$ cat config.mk
export PLATFORM = sky130hd
export DESIGN_NAME = serial_line_collector
export DESIGN_NICKNAME = d
export VERILOG_FILES = /design/src/rtl/slc_pkg.sv /design/src/rtl/slc_front.sv /design/src/rtl/slc_queue.sv /design/src/rtl/slc_back.sv /design/src/rtl/serial_line_collector.sv
export SDC_FILE = /design/constraint.sdc
export NUM_CORES = 1
export LEC_CHECK = 0
export BUFFER_PORTS_ARGS = -buffer_cell sky130_fd_sc_hd__buf_2
export CAP_MARGIN = 30
export CORE_AREA = 10 10 187 224
export CTS_BUF_LIST = sky130_fd_sc_hd__clkbuf_8
export DETAILED_ROUTE_END_ITERATION = 12
export DIE_AREA = 0 0 197 234
export PLACE_DENSITY = 0.74
export SYNTH_ARGS = -nofsm -noshare
export SYNTH_HDL_FRONTEND = slang
export SYNTH_SLANG_ARGS = --single-unit
$ cat constraint.sdc
create_clock -name clock -period 6.1 [get_ports clock]
set_clock_uncertainty 0.1 [all_clocks]
set_input_delay 0 -clock clock [delete_from_list [all_inputs] [get_ports clock]]
set_output_delay 0 -clock clock [all_outputs]
set_load 0.03 [all_outputs]
$ cat src/rtl/slc_pkg.sv
// shared types and constants for the serial line collector
package slc_pkg;

   localparam int LINE_BYTES_DEF = 32;
   localparam int LINE_IDX_W     = 8;   // wide enough for the largest line store
   localparam int LEN_W          = 5;
   localparam int TIMEOUT_W      = 16;
   localparam int ELAPSED_W      = 17;
   localparam int QUEUE_DEPTH    = 4;

   localparam logic [TIMEOUT_W-1:0] TIMEOUT_RESET = 16'd100;
   localparam logic [ELAPSED_W-1:0] ELAPSED_MAX   = 17'h1FFFF;
   localparam logic [7:0]           CHAR_CR       = 8'h0D;
   localparam logic [7:0]           CHAR_LF       = 8'h0A;
   localparam logic [7:0]           CHAR_SPACE    = 8'h20;

   localparam logic ACT_BYTE = 1'b0;
   localparam logic ACT_TICK = 1'b1;

   typedef enum logic [2:0] {
      EV_NONE      = 3'd0,
      EV_READY     = 3'd1,
      EV_TIMEOUT   = 3'd2,
      EV_DISCARDED = 3'd3,
      EV_TOOLONG   = 3'd4
   } event_type;

   typedef enum logic [1:0] {
      CMD_ECHO,
      CMD_LINE,
      CMD_TIMEOUT
   } cmd_kind_type;

   typedef enum logic [1:0] {
      BK_IDLE,
      BK_READ,
      BK_SEND
   } back_state_type;

   typedef struct packed {
      logic       action;
      logic [7:0] rx_byte;
   } req_type;

   typedef struct packed {
      logic [2:0]       event_res;
      logic             echo_valid;
      logic [7:0]       echo_byte;
      logic [LEN_W-1:0] line_length;
      logic             line_byte_valid;
      logic [7:0]       line_byte;
      logic             last;
   } rsp_type;

   typedef struct packed {
      cmd_kind_type          kind;
      logic [2:0]            event_res;
      logic [7:0]            rx_byte;
      logic                  wr_en;
      logic [LINE_IDX_W-1:0] idx;
      logic [LINE_IDX_W-1:0] len;
   } cmd_type;

endpackage

$ cat src/rtl/slc_front.sv
// front end: accepts requests, classifies them and tracks line state
module slc_front #(
   parameter int LINE_BYTES = slc_pkg::LINE_BYTES_DEF
) (
   input  logic                            clock,
   input  logic                            reset,
   input  logic                            req_valid,
   output logic                            req_stall,
   input  slc_pkg::req_type                req_payload,
   input  logic                            csr_valid,
   input  logic [slc_pkg::TIMEOUT_W-1:0]   csr_data,
   output logic                            cmd_push,
   output slc_pkg::cmd_type                cmd,
   input  logic                            cmd_full
);
   import slc_pkg::*;

   localparam int FILL_W = $clog2(LINE_BYTES);
   localparam logic [FILL_W-1:0] FILL_LIMIT = FILL_W'(LINE_BYTES - 1);

   logic [FILL_W-1:0]    fill_ff, fill_in;
   logic                 discard_ff, discard_in;
   logic                 timer_ff, timer_in;
   logic [ELAPSED_W-1:0] elapsed_ff, elapsed_in;
   logic [TIMEOUT_W-1:0] timeout_ff;
   logic                 accept;
   logic [ELAPSED_W-1:0] elapsed_inc;
   logic [7:0]           c;

   assign req_stall   = cmd_full;
   assign accept      = req_valid && !cmd_full;
   assign c           = req_payload.rx_byte;
   assign elapsed_inc = (elapsed_ff == ELAPSED_MAX) ? elapsed_ff : elapsed_ff + 1'b1;

   always_comb begin
      fill_in    = fill_ff;
      discard_in = discard_ff;
      timer_in   = timer_ff;
      elapsed_in = elapsed_ff;
      cmd_push   = 1'b0;
      cmd        = '{kind: CMD_ECHO, event_res: EV_NONE, rx_byte: c, wr_en: 1'b0,
                     idx: '0, len: '0};
      if (accept) begin
         if (req_payload.action == ACT_TICK) begin
            if (timer_ff) begin
               if (elapsed_inc > {1'b0, timeout_ff}) begin
                  fill_in       = '0;
                  discard_in    = 1'b0;
                  timer_in      = 1'b0;
                  elapsed_in    = '0;
                  cmd_push      = 1'b1;
                  cmd.kind      = CMD_TIMEOUT;
                  cmd.event_res = EV_TIMEOUT;
                  cmd.rx_byte   = '0;
               end else begin
                  elapsed_in = elapsed_inc;
               end
            end
         end else begin
            cmd_push = 1'b1;
            if (!timer_ff) begin
               timer_in   = 1'b1;
               elapsed_in = '0;
            end
            if (c == CHAR_CR || c == CHAR_LF) begin
               if (discard_ff) begin
                  cmd.event_res = EV_DISCARDED;
               end else begin
                  cmd.kind      = CMD_LINE;
                  cmd.event_res = EV_READY;
                  cmd.len       = LINE_IDX_W'(fill_ff);
               end
               fill_in    = '0;
               discard_in = 1'b0;
               timer_in   = 1'b0;
               elapsed_in = '0;
            end else if (c < CHAR_SPACE) begin
               discard_in = 1'b1;
            end else if (discard_ff) begin
               // printable byte dropped while discarding
            end else if (fill_ff >= FILL_LIMIT) begin
               fill_in       = '0;
               cmd.event_res = EV_TOOLONG;
            end else begin
               cmd.wr_en = 1'b1;
               cmd.idx   = LINE_IDX_W'(fill_ff);
               fill_in   = fill_ff + 1'b1;
            end
         end
      end
   end

   always_ff @(posedge clock) begin
      if (reset) begin
         fill_ff    <= '0;
         discard_ff <= 1'b0;
         timer_ff   <= 1'b0;
         elapsed_ff <= '0;
         timeout_ff <= TIMEOUT_RESET;
      end else begin
         fill_ff    <= fill_in;
         discard_ff <= discard_in;
         timer_ff   <= timer_in;
         elapsed_ff <= elapsed_in;
         if (csr_valid) begin
            timeout_ff <= csr_data;
         end
      end
   end

endmodule

$ cat src/rtl/slc_queue.sv
// small command queue between front and back
module slc_queue (
   input  logic             clock,
   input  logic             reset,
   input  logic             push,
   input  slc_pkg::cmd_type push_data,
   output logic             full,
   input  logic             pop,
   output slc_pkg::cmd_type head,
   output logic             empty
);
   import slc_pkg::*;

   localparam int PTR_W = $clog2(QUEUE_DEPTH);
   localparam int CNT_W = $clog2(QUEUE_DEPTH + 1);
   localparam logic [PTR_W-1:0] PTR_LAST = PTR_W'(QUEUE_DEPTH - 1);

   cmd_type           entry_ff [QUEUE_DEPTH];
   logic [PTR_W-1:0]  wr_ptr_ff, wr_ptr_in;
   logic [PTR_W-1:0]  rd_ptr_ff, rd_ptr_in;
   logic [CNT_W-1:0]  count_ff, count_in;
   logic              do_push, do_pop;

   assign full    = (count_ff == CNT_W'(QUEUE_DEPTH));
   assign empty   = (count_ff == '0);
   assign head    = entry_ff[rd_ptr_ff];
   assign do_push = push && !full;
   assign do_pop  = pop && !empty;

   always_comb begin
      wr_ptr_in = wr_ptr_ff;
      rd_ptr_in = rd_ptr_ff;
      count_in  = count_ff;
      if (do_push) begin
         wr_ptr_in = (wr_ptr_ff == PTR_LAST) ? '0 : wr_ptr_ff + 1'b1;
      end
      if (do_pop) begin
         rd_ptr_in = (rd_ptr_ff == PTR_LAST) ? '0 : rd_ptr_ff + 1'b1;
      end
      if (do_push && !do_pop) begin
         count_in = count_ff + 1'b1;
      end else if (do_pop && !do_push) begin
         count_in = count_ff - 1'b1;
      end
   end

   always_ff @(posedge clock) begin
      if (do_push) begin
         entry_ff[wr_ptr_ff] <= push_data;
      end
   end

   always_ff @(posedge clock) begin
      if (reset) begin
         wr_ptr_ff <= '0;
         rd_ptr_ff <= '0;
         count_ff  <= '0;
      end else begin
         wr_ptr_ff <= wr_ptr_in;
         rd_ptr_ff <= rd_ptr_in;
         count_ff  <= count_in;
      end
   end

endmodule

$ cat src/rtl/slc_back.sv
// back end: line store, result formatting and line streaming
module slc_back #(
   parameter int LINE_BYTES = slc_pkg::LINE_BYTES_DEF
) (
   input  logic             clock,
   input  logic             reset,
   input  slc_pkg::cmd_type head,
   input  logic             empty,
   output logic             pop,
   output logic             rsp_valid,
   input  logic             rsp_stall,
   output slc_pkg::rsp_type rsp_payload
);
   import slc_pkg::*;

   localparam int IDX_W = $clog2(LINE_BYTES);

   logic [7:0]     store_mem [LINE_BYTES];
   logic [7:0]     rd_data_ff;
   back_state_type state_ff, state_in;
   logic [IDX_W-1:0] cnt_ff, cnt_in;
   logic [IDX_W-1:0] len_ff, len_in;
   logic           rsp_valid_ff, rsp_valid_in;
   rsp_type        rsp_ff, rsp_in;
   logic           out_free;
   logic           stream_last;
   logic           head_streams;

   assign out_free     = !rsp_valid_ff || !rsp_stall;
   assign stream_last  = (cnt_ff == len_ff - IDX_W'(1));
   assign head_streams = (head.kind == CMD_LINE) && (head.len != '0);
   assign rsp_valid    = rsp_valid_ff;
   assign rsp_payload  = rsp_ff;

   // next state
   always_comb begin
      state_in = state_ff;
      unique case (state_ff)
         BK_IDLE: begin
            if (!empty && out_free && head_streams) begin
               state_in = BK_READ;
            end
         end
         BK_READ: state_in = BK_SEND;
         BK_SEND: begin
            if (out_free) begin
               state_in = stream_last ? BK_IDLE : BK_READ;
            end
         end
         default: state_in = BK_IDLE;
      endcase
   end

   // outputs
   always_comb begin
      pop          = 1'b0;
      cnt_in       = cnt_ff;
      len_in       = len_ff;
      rsp_in       = rsp_ff;
      rsp_valid_in = rsp_valid_ff && rsp_stall;
      unique case (state_ff)
         BK_IDLE: begin
            if (!empty && out_free) begin
               pop                    = 1'b1;
               rsp_valid_in           = 1'b1;
               rsp_in                 = '0;
               rsp_in.event_res       = head.event_res;
               rsp_in.echo_valid      = (head.kind != CMD_TIMEOUT);
               rsp_in.echo_byte       = head.rx_byte;
               rsp_in.line_length     = head.len[LEN_W-1:0];
               rsp_in.last            = !head_streams;
               cnt_in                 = '0;
               len_in                 = head.len[IDX_W-1:0];
            end
         end
         BK_READ: begin
         end
         BK_SEND: begin
            if (out_free) begin
               rsp_valid_in           = 1'b1;
               rsp_in                 = '0;
               rsp_in.event_res       = EV_NONE;
               rsp_in.line_byte_valid = 1'b1;
               rsp_in.line_byte       = rd_data_ff;
               rsp_in.last            = stream_last;
               cnt_in                 = cnt_ff + 1'b1;
            end
         end
         default: begin
         end
      endcase
   end

   always_ff @(posedge clock) begin
      if (pop && head.wr_en) begin
         store_mem[head.idx[IDX_W-1:0]] <= head.rx_byte;
      end
      rd_data_ff <= store_mem[cnt_ff];
   end

   always_ff @(posedge clock) begin
      rsp_ff <= rsp_in;
      cnt_ff <= cnt_in;
      len_ff <= len_in;
      if (reset) begin
         state_ff     <= BK_IDLE;
         rsp_valid_ff <= 1'b0;
      end else begin
         state_ff     <= state_in;
         rsp_valid_ff <= rsp_valid_in;
      end
   end

endmodule

$ cat src/rtl/serial_line_collector.sv
// top level of the serial line collector
//
//  channel  direction  handshake            payload
//  req      in         req_valid/req_stall  slc_pkg::req_type (action, rx_byte)
//  rsp      out        rsp_valid/rsp_stall  slc_pkg::rsp_type (event, echo, line data)
//  csr      in         csr_valid/csr_ready  timeout_ticks, 16 bits
//
// a byte request gives its echo result once its command has passed the command queue and the output register
// a line end streams its stored bytes one after another, each through the
// registered read of the line store ahead of the output register
// reset is synchronous; the line store is not cleared, but the fill count and other control registers are reset
// requests keep being taken until the four-entry command queue fills up
module serial_line_collector #(
   parameter int LINE_BYTES = slc_pkg::LINE_BYTES_DEF
) (
   input  logic                          clock,
   input  logic                          reset,
   input  logic                          req_valid,
   output logic                          req_stall,
   input  slc_pkg::req_type              req_payload,
   output logic                          rsp_valid,
   input  logic                          rsp_stall,
   output slc_pkg::rsp_type              rsp_payload,
   input  logic                          csr_valid,
   output logic                          csr_ready,
   input  logic [slc_pkg::TIMEOUT_W-1:0] csr_data
);
   import slc_pkg::*;

   cmd_type push_cmd;
   cmd_type head_cmd;
   logic    push;
   logic    full;
   logic    pop;
   logic    empty;

   // the timeout register takes a write in any cycle
   assign csr_ready = 1'b1;

   // front end: classify each request, update fill count, discard and timer
   slc_front #(
      .LINE_BYTES(LINE_BYTES)
   ) u_front (
      .clock      (clock),
      .reset      (reset),
      .req_valid  (req_valid),
      .req_stall  (req_stall),
      .req_payload(req_payload),
      .csr_valid  (csr_valid && csr_ready),
      .csr_data   (csr_data),
      .cmd_push   (push),
      .cmd        (push_cmd),
      .cmd_full   (full)
   );

   // queue keeps store writes ordered behind earlier line drains
   slc_queue u_queue (
      .clock    (clock),
      .reset    (reset),
      .push     (push),
      .push_data(push_cmd),
      .full     (full),
      .pop      (pop),
      .head     (head_cmd),
      .empty    (empty)
   );

   // back end: writes the line store and formats every result
   slc_back #(
      .LINE_BYTES(LINE_BYTES)
   ) u_back (
      .clock      (clock),
      .reset      (reset),
      .head       (head_cmd),
      .empty      (empty),
      .pop        (pop),
      .rsp_valid  (rsp_valid),
      .rsp_stall  (rsp_stall),
      .rsp_payload(rsp_payload)
   );

endmodule

==> run_results.csv, run 1 <==
group,metric,value,unit
outcome,status,"completed",
clock_network,cts_buffer_depth,3,
final_layout,regArea,12880,sq um
yosys,synth_cell_type_count,62,
job,drv_cap,0,
route,viasPerCell,5.666,
yosys,synth_area,18390,sq um
global_route,grt_max_degree,65,
yosys,ys.warnings.count,0,
setup_path,cp_data_arrival_time,5470,ps
floorplanning,core_area,37480,sq um
route,ant_nets,0,
setup_path,cp-end-kind,"flip-flop",
yosys,synth_cells,1062,
floorplanning,dieWidth,197,microns
timing,max_freq,0.1977,GHz
global_route,grt_pass1_wl,58.01,mm
timing,drv_slew,0,
power,power.total,8.785,mW
timing,hold_viol_final,0,
worst_hold_path,hp-class,"in2reg",
setup_path,r2r_end,"u_queue.count_ff[2]$_SDFFE_PP0P_",
final_layout,layout_common_cells,"389 x edfxtp_1, 104 x mux4_2, 78 x clkbuf_8, 73 x nor2_1, 62 x dlygate4sd3_1",
yosys,yosysTopAreaCell,"edfxtp_1",
yosys,yosys.area.top_type_share,63.51,%
global_route,track_usage,16.36,%
timing,whs,173.0,ps
timing,setup_tns,0,ps
floorplanning,boundaryPins,60,
final_layout,layout.nets,1275,
route,met3_length,1.948,mm
setup_path,cp-startpoint,"u_front.elapsed_ff[11]$_SDFFE_PP0P_",
timing,slew_headroom,34.29,%
clock_network,numCtsBuffers,69,
yosys,synth_top_cells_by_area,"edfxtp_1 64%, mux4_2 13%, dfxtp_1 6.5%",
global_route,antenna_found_initial,1,
route,drc,0,
yosys,ys.flop_type,"edfxtp_1",
timing,tightest_slew,984.6,ps
power,irDropWorstVdd,0.0002238,V
final_layout,n_fill_cell,2858,
floorplanning,rows,78,
floorplanning,die_h,234,microns
final_layout,drive_gt1_share,23.13,%
floorplanning,start_util,49.08,%
yosys,async_reset_ff_share,0,%
final_layout,layout_commonest_cell,"edfxtp_1",
yosys,synth_edf_count,389,
yosys,avgSynthCellArea,17.32,sq um
floorplanning,die_area,46100,sq um
setup_path,crit_path_end,"u_queue.count_ff[2]$_SDFFE_PP0P_",
place,portBuffers,58,
setup_path,critPathKind,"reg2reg",
final_layout,multi_input_area,5167,sq um
timing,fin_crit_sh,82.92,%
route,routed_wl,37.03,mm
setup_path,reg2reg_slack,1040,ps
route,dr.first_iter.drc_count,820,
setup_path,worst-path-max-fanout,24,
timing,rsz0062_at_grt,"false",
clock_network,htree_levels,3,
clock_network,cts_root_buffer,"clkbuf_8",
route,wl_met2,19.58,mm
power,p_leak,7.244,nW
clock_network,cts.clk_slew.worst_paths,60,ps
setup_path,r2r_start,"u_front.elapsed_ff[11]$_SDFFE_PP0P_",
route,top_layer,"met4",
route,wl_per_cell,21.15,microns
final_layout,n_antenna_cell,0,
route,dr.pass1.iters,5,
clock_network,numClockSinks,449,
place,place.detailed.hpwl,23.15,mm
timing,min_period,5058,ps
final_layout,syn2layout_area_growth,15.19,%
power,p_per_area,414.7,nW/um^2
yosys,synth_nets,1120,
global_route,grt_pass1_vias,10310,
timing,setup_viol_count_final,0,
clock_network,postCtsResizedCells,0,
global_route,grt-ovfl-total,0,
route,vias,9922,
clock_network,insertion_delay,610,ps
place,place_congestion,0.8080,
setup_path,required,6510,ps
yosys,synth-seq-cells,449,
setup_path,crit_path_start_kind,"flip-flop",
setup_path,rr_worst_depth,17,
yosys,seq_area_frac_synth,70.05,%
route,wl_met1,14.31,mm
clock_network,cts_tree,"built",
==> cells by family (layout without fill, tap and decap cells) <==
group	after synthesis	in the layout	share of synthesized area, %
flip-flops	449	449	70.05
AND/OR/NAND/NOR	272	272	7.701
multiplexers	135	135	14.51
buffers and inverters	79	288	1.898
AO/OA/AOI/OAI	78	78	2.925
adder cells (fa/ha/maj)	28	28	1.946
XOR/XNOR	20	20	0.9525
other	1	1	0.02039
==> worst min path at each step <==
stage	from	to	cells past startpoint
after floorplan	csr_data[6]	u_front.timeout_ff[6]$_SDFFE_PP1P_	2
after global placement	csr_data[6]	u_front.timeout_ff[6]$_SDFFE_PP1P_	3
after detailed placement	csr_data[6]	u_front.timeout_ff[6]$_SDFFE_PP1P_	3
after CTS	rsp_stall	u_back.state_ff[1]$_SDFFE_PP0P_	4
after global routing	rsp_stall	u_back.state_ff[1]$_SDFFE_PP0P_	4
final	rsp_stall	u_back.state_ff[1]$_SDFFE_PP0P_	4
==> sequential cells by signal, summed over array words and instances, names as in the netlist, 5 cells and up, named ones only <==
signal	flops
u_back.cnt_ff	5
u_back.len_ff	5
u_back.rd_data_ff	8
u_back.rsp_payload	27
u_back.store_mem	256
u_front.elapsed_ff	17
u_front.fill_ff	5
u_front.timeout_ff	16
u_queue.entry_ff	96
==> metrics by stage <==
step | cells | utilization [%] | instance area (sq um) | worst slack [ps]
final | 1751 | 56.53 | 21190 | 1042
after global routing | 1751 | 56.53 | 21190 | 698.8
after CTS | 1751 | 56.53 | 21190 | 1118
after detailed placement | 1564 | 51.26 | 19210 | 1142
after global placement | 1561 | 51.04 | 19130 | 1372
after floorplan | 1062 | - | 18390 | 1911
==> worst max-delay path, stage by stage, from the launching register on <==
cell and delay [ps]:
dfxtp_1 460, nand4_1 250, nor3_1 660, nand2_1 150
and4b_1 240, xor2_1 150, ha_1 320, nand4_1 110
nor3_1 190, o21ai_0 140, a31o_2 450, a21boi_4 350
ha_1 240, inv_1 70, fa_1 430, xor2_1 170
or3_1 310, a21oi_1 160
==> where the power goes <==
part	internal (mW)	switching [mW]	total (mW)
clock network	1.30	1.12	2.42
logic	1.00	1.34	2.34
registers	3.86	0.169	4.03
total	6.16	2.62	8.79
==> area by class of cell <==
cell class	count	share of cell area [%]
flip-flops and latches	449	60.81
multi-input cells	534	24.39
clock buffers	78	5.067
repair buffers	132	5.008
well taps	480	2.835
clock inverters	47	1.335
inverters	31	0.5493
==> metal layers <==
layer,vias to the layer above,GRT usage (%)
li1,4488,-
met1,5020,19.63
met2,321,28.45
met3,93,2.940
met4,0,7.291
met5,-,0
==> synthesized netlist by cell type (all sizes together) (5+ instances only) <==
master and n:
edfxtp 389, mux4 104, nor2 74, dfxtp 60, nand2 46, and2 39, inv 31, ha 27
a21oi 25, buf 24, clkbuf 24, mux2i 18, nand3 18, nor2b 18, nor3 18, mux2 13
nand4 12, xor2 12, o21ai 11, and3 10, o211ai 9, xnor2 8, a211oi 7, a31oi 7
nand2b 5, nor3b 5, nor4 5
==> what timing repair did <==
| action | CTS | global route |
|---|---|---|
| setup buffers | 0 | 0 |
| hold buffers | 62 | 0 |
| setup endpoints to repair | 0 | 0 |
| hold endpoints to repair | 117 | 0 |
(Power assumes the default switching activity.)
==> run 2: changes to the inputs <==
--- a/config.mk
+++ b/config.mk
@@ -11,7 +11,7 @@
 export CTS_BUF_LIST = sky130_fd_sc_hd__clkbuf_8
 export DETAILED_ROUTE_END_ITERATION = 12
 export DIE_AREA = 0 0 197 234
-export PLACE_DENSITY = 0.74
+export PLACE_DENSITY = 0.76
 export SYNTH_ARGS = -nofsm -noshare
 export SYNTH_HDL_FRONTEND = slang
 export SYNTH_SLANG_ARGS = --single-unit
==> constraint.sdc (replaced) <==
create_clock -name clock -period 4.32 [get_ports clock]
set_clock_uncertainty 0.1 [all_clocks]
set_input_delay 0 -clock clock [delete_from_list [all_inputs] [get_ports clock]]
set_output_delay 0 -clock clock [all_outputs]
set_load 0.03 [all_outputs]
==> run 2 against run 1 <==
  * Critical path depth fell by 1
  * Clock-buffer cell count fell by 5
  * Core utilization rose by 0.47 points
  * Register-to-register slack got worse by 860 ps
  * Combinational power rose by 43%
  * Worst hold slack got worse by 29 ps
  * Die area did not move
  * Largest cell class unchanged
  * Design area rose by 0.84%
  * First-iteration DRC count rose by 12%
  * Critical endpoint is now u_queue.entry_ff[0][22]$_DFFE_PP_
  * Clock power rose by 31%
  * Critical path type unchanged
  * Global-route usage rose by 0.56 points
  * Sequential power rose by 40%
==> run_results.csv, run 2 (same netlist as run 1, synthesis figures left out) <==
group,metric,value,unit
floorplanning,boundaryPins,60,
timing,tightest_slew,897.8,ps
route,dr.pass1.iters,5,
clock_network,cts_root_buffer,"clkbuf_8",
global_route,track_usage,16.92,%
timing,slew_headroom,40.15,%
power,irDropWorstVdd,0.0004502,V
global_route,grt_pass1_vias,10450,
place,place.detailed.hpwl,23.56,mm
job,drv_cap,0,
final_layout,drive_gt1_share,25.27,%
floorplanning,die_area,46100,sq um
clock_network,numClockSinks,449,
setup_path,cp-end-kind,"flip-flop",
timing,hold_viol_final,0,
floorplanning,rows,78,
setup_path,cp-startpoint,"u_front.elapsed_ff[12]$_SDFFE_PP0P_",
clock_network,cts_tree,"built",
global_route,grt-ovfl-total,0,
setup_path,worstPathCellList,"nand4_1 -> or3_4 -> o21ai_4 -> buf_4 -> o21a_1 -> or2_2 -> ha_4 -> a41oi_1 -> o21ai_0 -> a21oi_1 -> a31o_2 -> buf_6 -> a211oi_2 -> dlygate4sd3_1 -> buf_6 -> nor2b_1",
route,wl_per_cell,21.81,microns
timing,whs,144.3,ps
power,p_leak,7.312,nW
setup_path,crit_slowest_cell,"dlygate4sd3_1",
route,viasPerCell,5.688,
timing,setup_tns,0,ps
timing,min_period,4136,ps
setup_path,worst-path-buf-inv,4,
clock_network,numCtsBuffers,69,
final_layout,largest_reg_flops,256,
setup_path,crit_family,"compound AO/OA/AOI/OAI gates",
global_route,grt_max_degree,68,
clock_network,insertion_delay,640,ps
setup_path,crit_top_cell,"buf_6",
place,portBuffers,58,
global_route,grt_pass1_wl,59.63,mm
setup_path,critPathMaxStageDelay,580,ps
setup_path,worst-path-max-fanout,23,
outcome,status,"completed",
route,drc,0,
floorplanning,core_area,37480,sq um
power,p_per_area,570.7,nW/um^2
clock_network,htree_levels,3,
worst_hold_path,hp-class,"in2reg",
floorplanning,start_util,49.08,%
setup_path,crit_path_start_kind,"flip-flop",
timing,drv_slew,0,
place,place_congestion,0.8009,
floorplanning,dieWidth,197,microns
route,dr.first_iter.drc_count,916,
global_route,antenna_found_initial,1,
floorplanning,die_h,234,microns
route,vias,10070,
final_layout,layout_commonest_cell,"edfxtp_1",
final_layout,n_antenna_cell,0,
setup_path,critPathKind,"reg2reg",
setup_path,required,4650,ps
route,routed_wl,38.60,mm
setup_path,r2r_start,"u_front.elapsed_ff[12]$_SDFFE_PP0P_",
timing,setup_viol_count_final,0,
clock_network,cts_buffer_depth,3,
worst_hold_path,min_from,"rsp_stall",
clock_network,cts.clk_slew.worst_paths,70,ps
final_layout,layout.nets,1295,
timing,fin_crit_sh,95.75,%
final_layout,layout_common_cells,"389 x edfxtp_1, 104 x mux4_2, 73 x nor2_1, 73 x clkbuf_8, 62 x dlygate4sd3_1",
final_layout,finish.utilization,57.00,%
timing,max_freq,0.2418,GHz
final_layout,syn2layout_area_growth,16.16,%
route,ant_nets,0,
setup_path,cp_data_arrival_time,4470,ps
run 2: cell count changes in the layout (fill, tap and decap cells not counted), moves of 5 or more:
cell,before,now
inv_1,48,54
clkbuf_8,78,73
buf_12,0,6
dfxtp_1,59,54
buf_4,9,24
run 2: area by class of cell:
type / instances / area (sq um)
Timing Repair Buffer: 152 / 1234
Inverter: 31 / 116.4
Multi-Input combinational cell: 534 / 5269
Clock inverter: 51 / 244.0
Tap cell: 480 / 600.6
Clock buffer: 73 / 1005
Fill cell: 2809 / 16110
Sequential cell: 449 / 12890
run 2: routing by layer:
metal  vias up  part of all wire (%)  GRT usage [%]
li1       4537                     -              -
met1      5079                    38          20.18
met2       369                    53          29.47
met3        83                   5.7          3.055
met4         0                   3.1          7.748
met5         -                     0              0
run 2: repair_timing:
action / in CTS / in global routing
endpoints found under the hold margin: 104 / 0
setup endpoints to repair: 1 / 38
gates cloned: 0 / 0
setup buffers: 2 / 3
hold buffers: 62 / 0
pin swaps: 1 / 7
gates resized for setup: 1 / 30
run 2: per-stage QoR:
step	std cells	total power [mW]	cell area [sq um]	worst slack [ps]
final	1770	12.19	21360	183.7
after global routing	1770	12.74	21360	-10.08
after CTS	1767	12.31	21220	18.05
after detailed placement	1579	9.075	19330	-70.00
after global placement	1578	8.945	19310	20.78
after floorplan	1062	8.050	18390	131.2
run 2: where the power goes:
group / internal (mW) / switching [mW] / total, mW
Sequential: 5.44 / 0.214 / 5.66
Combinational: 1.40 / 1.95 / 3.35
Clock: 1.58 / 1.60 / 3.18
Total: 8.42 / 3.77 / 12.2
run 2: path summary, 6_finish.rpt:
check                                              to  slack, ps  depth (start not counted)
hold / removal        u_back.state_ff[1]$_SDFFE_PP0P_        140                          4
setup / recovery    u_queue.entry_ff[0][22]$_DFFE_PP_        180                         16
setup reg to reg    u_queue.entry_ff[0][22]$_DFFE_PP_        180                         16
hold reg to reg   u_front.elapsed_ff[15]$_SDFFE_PP0P_        390                          2
run 2: worst reg2reg max path, delay by kind of cell (launching register included):
family                     cells  cell delay, ps
adders and majority gates      1             190
AOI/OAI and AO/OA              7            1160
DFF                            1             370
and+or+nand+nor                4            1000
buffers and inverters          4            1150
